File: src/rtl/prtd_pkg.sv
// Package for the prescaled reload timer / divider.
// Register map indexes, field widths and the prescaler period lookup.
// No dependencies.
`default_nettype none

package prtd_pkg;

  localparam int unsigned CountW  = 8;   // timer and divider count width
  localparam int unsigned TAccW   = 11;  // timer accumulator width
  localparam int unsigned DAccW   = 13;  // divider accumulator width
  localparam int unsigned PaddrW  = 4;   // byte address, three 32-bit registers
  localparam int unsigned PdataW  = 32;

  // Register indexes (byte address / 4)
  typedef enum logic [1:0] {
    REG_TIMER_ENABLE = 2'd0,
    REG_CLOCK_SELECT = 2'd1,
    REG_RELOAD_VALUE = 2'd2,
    REG_UNUSED       = 2'd3
  } reg_idx_t;

  // Prescaler period select codes
  typedef enum logic [1:0] {
    CLKSEL_1024 = 2'd0,
    CLKSEL_16   = 2'd1,
    CLKSEL_64   = 2'd2,
    CLKSEL_256  = 2'd3
  } clk_sel_t;

  // Period in machine cycles for a select code
  function automatic logic [TAccW-1:0] period_of(input logic [1:0] sel);
    logic [TAccW-1:0] p;
    case (sel)
      CLKSEL_1024: p = 11'd1024;
      CLKSEL_16:   p = 11'd16;
      CLKSEL_64:   p = 11'd64;
      CLKSEL_256:  p = 11'd256;
      default:     p = 11'd1024;
    endcase
    return p;
  endfunction

endpackage

`default_nettype wire

File: src/rtl/prescaled_reload_timer_divider.sv
// Top level of the prescaled reload timer with free-running divider.
// Single-pass update of timer/divider state per input transaction, two-slot result buffer.
// Depends on prtd_pkg.
//
//  channel | ports                                   | direction | handshake
//  --------+-----------------------------------------+-----------+-------------------
//  in      | in_step_cycles                          | in        | in_valid/in_ready
//  out     | out_timer_count, out_divider_count,     | out       | out_valid/out_ready
//          | out_timer_interrupt                     |           |
//  cfg     | psel, penable, pwrite, paddr, pwdata,   | in/out    | APB, pready tied high
//          | prdata, pready                          |           |
//
// Cycles: one input transaction per clock while in_ready is high. The accumulate/compare/
//   subtract of both units is one combinational pass into the state registers; the
//   result lands in the output register, or in the skid register while a result waits.
// Stalls: a skid register behind the output register lets one more transaction in
//   while a result waits; in_ready drops only when both slots are full.
// Reset: rst_n synchronous, active low; clears config, accumulators, counters and
//   the valid flags of both result slots.
`default_nettype none

module prescaled_reload_timer_divider #(
  parameter int unsigned DIV_PERIOD      = 4096,  // 16..4096
  parameter int unsigned MAX_STEP_CYCLES = 255    // 1..255
) (
  input  wire logic                         clk,
  input  wire logic                         rst_n,
  // input channel
  input  wire logic                         in_valid,
  output logic                              in_ready,
  input  wire logic [7:0]                   in_step_cycles,
  // result channel
  output logic                              out_valid,
  input  wire logic                         out_ready,
  output logic [prtd_pkg::CountW-1:0]       out_timer_count,
  output logic [prtd_pkg::CountW-1:0]       out_divider_count,
  output logic                              out_timer_interrupt,
  // configuration port
  input  wire logic                         psel,
  input  wire logic                         penable,
  input  wire logic                         pwrite,
  input  wire logic [prtd_pkg::PaddrW-1:0]  paddr,
  input  wire logic [prtd_pkg::PdataW-1:0]  pwdata,
  output logic [prtd_pkg::PdataW-1:0]       prdata,
  output logic                              pready
);

  localparam int unsigned CW = prtd_pkg::CountW;
  localparam int unsigned TW = prtd_pkg::TAccW;
  localparam int unsigned DW = prtd_pkg::DAccW;

  localparam logic [7:0]    StepMax = 8'(MAX_STEP_CYCLES);
  localparam logic [DW:0]   DivPer  = (DW+1)'(DIV_PERIOD);
  localparam logic [CW-1:0] CntTop  = '1;

  typedef struct packed {
    logic [CW-1:0] tcount;
    logic [CW-1:0] dcount;
    logic          irq;
  } result_t;

  // ---------------------------------------------------------------------------
  // Configuration registers
  // ---------------------------------------------------------------------------
  logic          timer_enable_r;
  logic [1:0]    clock_select_r;
  logic [CW-1:0] reload_value_r;
  logic          cfg_wr;
  logic [1:0]    cfg_idx;

  assign pready  = 1'b1;
  assign cfg_wr  = psel & penable & pwrite;
  assign cfg_idx = paddr[3:2];

  always_ff @(posedge clk) begin
    if (!rst_n) begin
      timer_enable_r <= 1'b0;
      clock_select_r <= 2'd0;
      reload_value_r <= '0;
    end else if (cfg_wr) begin
      case (cfg_idx)
        prtd_pkg::REG_TIMER_ENABLE: timer_enable_r <= pwdata[0];
        prtd_pkg::REG_CLOCK_SELECT: clock_select_r <= pwdata[1:0];
        prtd_pkg::REG_RELOAD_VALUE: reload_value_r <= pwdata[CW-1:0];
        default: ;  // no register here
      endcase
    end
  end

  always_comb begin
    case (cfg_idx)
      prtd_pkg::REG_TIMER_ENABLE: prdata = {31'd0, timer_enable_r};
      prtd_pkg::REG_CLOCK_SELECT: prdata = {30'd0, clock_select_r};
      prtd_pkg::REG_RELOAD_VALUE: prdata = {24'd0, reload_value_r};
      default:                    prdata = '0;
    endcase
  end

  // ---------------------------------------------------------------------------
  // Timer / divider state and next-state logic
  // ---------------------------------------------------------------------------
  logic [TW-1:0] timer_accum_r,   timer_accum_nxt;
  logic [CW-1:0] timer_counter_r, timer_counter_nxt;
  logic [DW-1:0] div_accum_r,     div_accum_nxt;
  logic [CW-1:0] div_counter_r,   div_counter_nxt;
  logic          irq_nxt;

  logic [7:0]    step;
  logic [DW:0]   dsum, dsum_sub;
  logic [TW:0]   tsum, tsum_sub, tper;
  logic          push, pop;

  always_comb begin
    // clamp oversized steps
    step = (in_step_cycles > StepMax) ? StepMax : in_step_cycles;

    // free-running divider
    dsum            = {1'b0, div_accum_r} + (DW+1)'(step);
    div_counter_nxt = div_counter_r;
    dsum_sub        = dsum;
    if (dsum >= DivPer) begin
      dsum_sub        = dsum - DivPer;
      div_counter_nxt = div_counter_r + 1'b1;
    end
    div_accum_nxt = dsum_sub[DW] ? '1 : dsum_sub[DW-1:0];

    // prescaled timer, at most one count per transaction
    tper              = {1'b0, prtd_pkg::period_of(clock_select_r)};
    tsum              = {1'b0, timer_accum_r} + (TW+1)'(step);
    tsum_sub          = tsum;
    timer_counter_nxt = timer_counter_r;
    timer_accum_nxt   = timer_accum_r;
    irq_nxt           = 1'b0;
    if (timer_enable_r) begin
      if (tsum >= tper) begin
        tsum_sub = tsum - tper;
        if (timer_counter_r == CntTop) begin
          timer_counter_nxt = reload_value_r;  // overflow: reload and flag
          irq_nxt           = 1'b1;
        end else begin
          timer_counter_nxt = timer_counter_r + 1'b1;
        end
      end
      timer_accum_nxt = tsum_sub[TW] ? '1 : tsum_sub[TW-1:0];
    end
  end

  always_ff @(posedge clk) begin
    if (!rst_n) begin
      timer_accum_r   <= '0;
      timer_counter_r <= '0;
      div_accum_r     <= '0;
      div_counter_r   <= '0;
    end else if (push) begin
      timer_accum_r   <= timer_accum_nxt;
      timer_counter_r <= timer_counter_nxt;
      div_accum_r     <= div_accum_nxt;
      div_counter_r   <= div_counter_nxt;
    end
  end

  // ---------------------------------------------------------------------------
  // Result register plus skid slot
  // ---------------------------------------------------------------------------
  result_t res_new;
  result_t out_r, skid_r;
  logic    out_v_r, skid_v_r;

  assign res_new  = '{tcount: timer_counter_nxt, dcount: div_counter_nxt, irq: irq_nxt};
  assign in_ready = ~skid_v_r;
  assign push     = in_valid & in_ready;
  assign pop      = out_v_r & out_ready;

  always_ff @(posedge clk) begin
    if (!rst_n) begin
      out_v_r  <= 1'b0;
      skid_v_r <= 1'b0;
    end else if (!out_v_r || pop) begin
      // output slot frees up: drain skid first to keep order
      if (skid_v_r) begin
        out_v_r  <= 1'b1;
        skid_v_r <= 1'b0;
      end else begin
        out_v_r <= push;
      end
    end else if (push) begin
      skid_v_r <= 1'b1;
    end
  end

  always_ff @(posedge clk) begin
    if (!out_v_r || pop) begin
      if (skid_v_r) begin
        out_r <= skid_r;
      end else if (push) begin
        out_r <= res_new;
      end
    end else if (push) begin
      skid_r <= res_new;
    end
  end

  assign out_valid           = out_v_r;
  assign out_timer_count     = out_r.tcount;
  assign out_divider_count   = out_r.dcount;
  assign out_timer_interrupt = out_r.irq;

  // ---------------------------------------------------------------------------
  // Assertions
  // ---------------------------------------------------------------------------
  // skid slot never holds data while the output slot is empty
  a_skid_implies_out: assert property (@(posedge clk) disable iff (!rst_n)
    skid_v_r |-> out_v_r)
    else $error("skid slot valid with empty output slot");

  // after every accepted transaction the output slot holds a result in the next cycle
  a_push_gives_out: assert property (@(posedge clk) disable iff (!rst_n)
    push |=> out_v_r)
    else $error("accepted transaction produced no result");

  // disabled timer keeps its accumulator and counter
  a_timer_hold: assert property (@(posedge clk) disable iff (!rst_n)
    (push && !timer_enable_r) |=> ($stable(timer_accum_r) && $stable(timer_counter_r)))
    else $error("timer state moved while disabled");

  // interrupt only with the reload value loaded
  a_irq_reload: assert property (@(posedge clk) disable iff (!rst_n)
    (push && irq_nxt) |=> (timer_counter_r == $past(reload_value_r)))
    else $error("timer overflow without reload");

endmodule

`default_nettype wire

File: config.mk
export PLATFORM = sky130hd
export DESIGN_NAME = prescaled_reload_timer_divider
export DESIGN_NICKNAME = d
export VERILOG_FILES = /design/src/rtl/prtd_pkg.sv /design/src/rtl/prescaled_reload_timer_divider.sv
export SDC_FILE = /design/constraint.sdc
export NUM_CORES = 1
export LEC_CHECK = 0
export ABC_AREA = 1
export BUFFER_PORTS_ARGS = -buffer_cell sky130_fd_sc_hd__buf_2
export CORE_ASPECT_RATIO = 0.75
export CORE_UTILIZATION = 57
export CTS_CLUSTER_SIZE = 30
export DETAILED_ROUTE_END_ITERATION = 7
export HOLD_SLACK_MARGIN = 0.1
export MAX_ROUTING_LAYER = met4
export PLACE_DENSITY = 0.78
export SLEW_MARGIN = 40
export SYNTH_ARGS = -nofsm -noshare
export SYNTH_HDL_FRONTEND = slang
export SYNTH_SLANG_ARGS = --single-unit
File: constraint.sdc
create_clock -name clk -period 4 [get_ports clk]
set_clock_uncertainty 0.1 [all_clocks]
set_input_delay 0.4 -clock clk [delete_from_list [all_inputs] [get_ports clk]]
set_output_delay 0.4 -clock clk [all_outputs]
set_load 0.1 [all_outputs]
==> results.toml <==
[cells_and_area]
instances_no_fill = 1027
syn_to_final_growth_pct = 10.1
drive_above_1_share = 0.149
nets = 968
num_antenna_cells = 0
stdcell_area_mm2 = 0.00654

[synth]
synth.area.top_cells = "dfxtp_1 (18%), edfxtp_1 (17%), nand2_1 (13%)"
yosysMostFrequentCell = "nand2_1"
yosysWarnings = 0
postSynthCellCount = 836
async_reset_ff_frac = 0
synth_seq_cells = 87
synth-main-ff-cell = "dfxtp_1"
yosysTopAreaCell = "dfxtp_1"
synth_top_area_frac = 0.179
netlist_area_mm2 = 0.00594
netlist_top_cells_count = "nand2_1 (202), inv_1 (114), nor2_1 (86)"
synth.distinct_cells = 44
synth_edf_count = 34
ys_seq_area_frac = 0.351
syn_area_per_cell_um2 = 7.10

[power_and_ir_drop]
power.switching_uw = 872
p_seq_frac = 0.416
clockPowerShare = 0.318
p_int_mw = 1.56
combPwrFrac = 0.267
p_per_area_mw_per_mm2 = 372
sw_frac_of_total = 0.359
power.leakage_nw = 3.37
ir_worst_vdd_v = 0.000221

[cts]
cts_hold_buf = 0
cts_buffer_depth = 2
cts_root_buf = "clkbuf_16"
clock_sinks = 87
cts_setup_buffers = 0
cts_tree = "yes"
cts_resized = 0
numCtsBuffers = 9
htree_levels = 3
clk_latency_ps = 340
clk_pin_slew_worst_paths_ps = 60

[sta]
hold_violations = 0
tightest_slew_ps = 570
setup_violations = 0
post-route-period-util = 0.921
fmax_mhz = 271
grt_setup_unrepaired = "false"
finalMaxSlewViolations = 0
tns_ps = 0
relSlewSlack = 0.619
min_period_ps = 3690

[grt]
grt_pass1_wl_um = 22700
grt_usage = 0.263
antenna_found_initial = 0
gr-total-overflow = 0
grt_max_degree = 36
first_global_vias = 4973

[setup_path]
slowest_stage = "fa_1"
cpLargestDelayFamily = "simple AND/OR/NAND/NOR gates"
cp.arrival_ps = 3820
critPathBufInv = 5
endpoint_kind = "flip-flop"
cpPeakStageDelay_ps = 410
cp_max_fo = 6
startpoint_type = "flip-flop"
required_ps = 4130
critPathKind = "flip-flop to flip-flop"

[min_path]
hold_class = "primary input to flip-flop"

[placed_design]
placed_area_mm2 = 0.00626
hpwlAfterDp_um = 9980
port_buffers = 51
placed_cells = 1011
gp_congestion = 0.995

[die]
boundaryPins = 103
initial_core_util = 0.600
die_w_um = 120
core.rowCount = 31
core-area_mm2 = 0.00989
die-area_mm2 = 0.0108
die_h_um = 90.4

[status]
outcome = "complete, no violations"

[detailed_routing]
drc = 0
ant_nets = 0
firstDrtPassIters = 5
drt_iter0_drc = 367
vias_per_cell = 5.25
wl_um = 13200
dr_total_vias = 5392
routedWlPerCell_um = 12.9

[flow_run]
maxCapViolCount = 0
metal layers:
layer	up-vias	track usage	share of wire
met5	-	-	0
met4	0	0.0635	0.0080
met3	13	0.0455	0.050
met2	167	0.423	0.46
met1	2449	0.344	0.48
li1	2763	-	-
tightest hold or removal path, delay by kind of cell:
family                 cells  cell delay (ps)
buffers and inverters      1               90
AND/OR/NAND/NOR            2              120
cell type report:
cell class	instances	area [um2]
inverters	119	454
well taps	132	165
flip-flops and latches	87	2080
clock buffers	10	229
fillers	863	3350
clock inverters	6	45.0
multi-input cells	608	3200
repair buffers	65	360
layout by cell type, fill, tap and decap left out, types with 14 or more instances in the layout:
cell,netlist,routed
o21ai_1,19,19
buf_4,27,14
nand2_1,202,202
nor2_1,86,85
edfxtp_1,34,34
inv_1,114,113
buf_2,0,51
dfxtp_1,53,53
nand4_1,18,18
nand3_1,69,69
conb_1,2,25
a21oi_1,33,33
ha_1,25,25
nand2_2,14,14
o21ai_0,36,36
kinds of logic (layout without fill, tap and decap cells):
family / count (synthesis) / after routing / synth area share
XOR/XNOR: 19 / 19 / 0.0280
AO/OA/AOI/OAI: 113 / 113 / 0.107
other: 2 / 25 / 0.00126
adder cells (fa/ha/maj): 27 / 27 / 0.0594
AND/OR/NAND/NOR: 424 / 424 / 0.328
flip-flops: 87 / 87 / 0.351
buffers and inverters: 164 / 200 / 0.126
power groups by stage:
stage / clock, mW / combinational (mW) / sequential, mW
after floorplan: 0 / 0.431 / 1.14
after global placement: 0 / 0.625 / 1.03
after detailed placement: 0 / 0.640 / 1.03
after CTS: 0.786 / 0.643 / 1.01
after global routing: 0.825 / 0.703 / 1.02
final: 0.772 / 0.648 / 1.01
final timing paths:
kind	startpoint	to	slack, ps	depth (start not counted)
max	div_accum_r[0]	div_counter_r[5]	310	25
min	pwdata[1]	clock_select_r[1]	210	3
max reg2reg	div_accum_r[0]	div_counter_r[5]	310	25
min reg2reg	reload_value_r[2]	reload_value_r[2]	370	2
per-stage QoR:
stage	worst slack [ps]	hold slack, ps	util	total power, mW
2_1_floorplan	557	339	-	1.57
3_3_place_gp	143	363	0.633	1.65
4_1_cts	266	199	0.660	2.44
3_5_place_dp	93.3	366	0.633	1.67
5_1_grt	40.9	256	0.661	2.54
6_report	314	207	0.661	2.43
registers in the layout (all words and copies together), names as in the netlist, 2 cells and up:
name / count
reload_value_r: 8
timer_accum_r: 11
div_counter_r: 8
out_divider_count: 8
skid_r: 17
timer_counter_r: 8
div_accum_r: 13
out_timer_count: 8
clock_select_r: 2
Power figures use the tool's default switching activity.
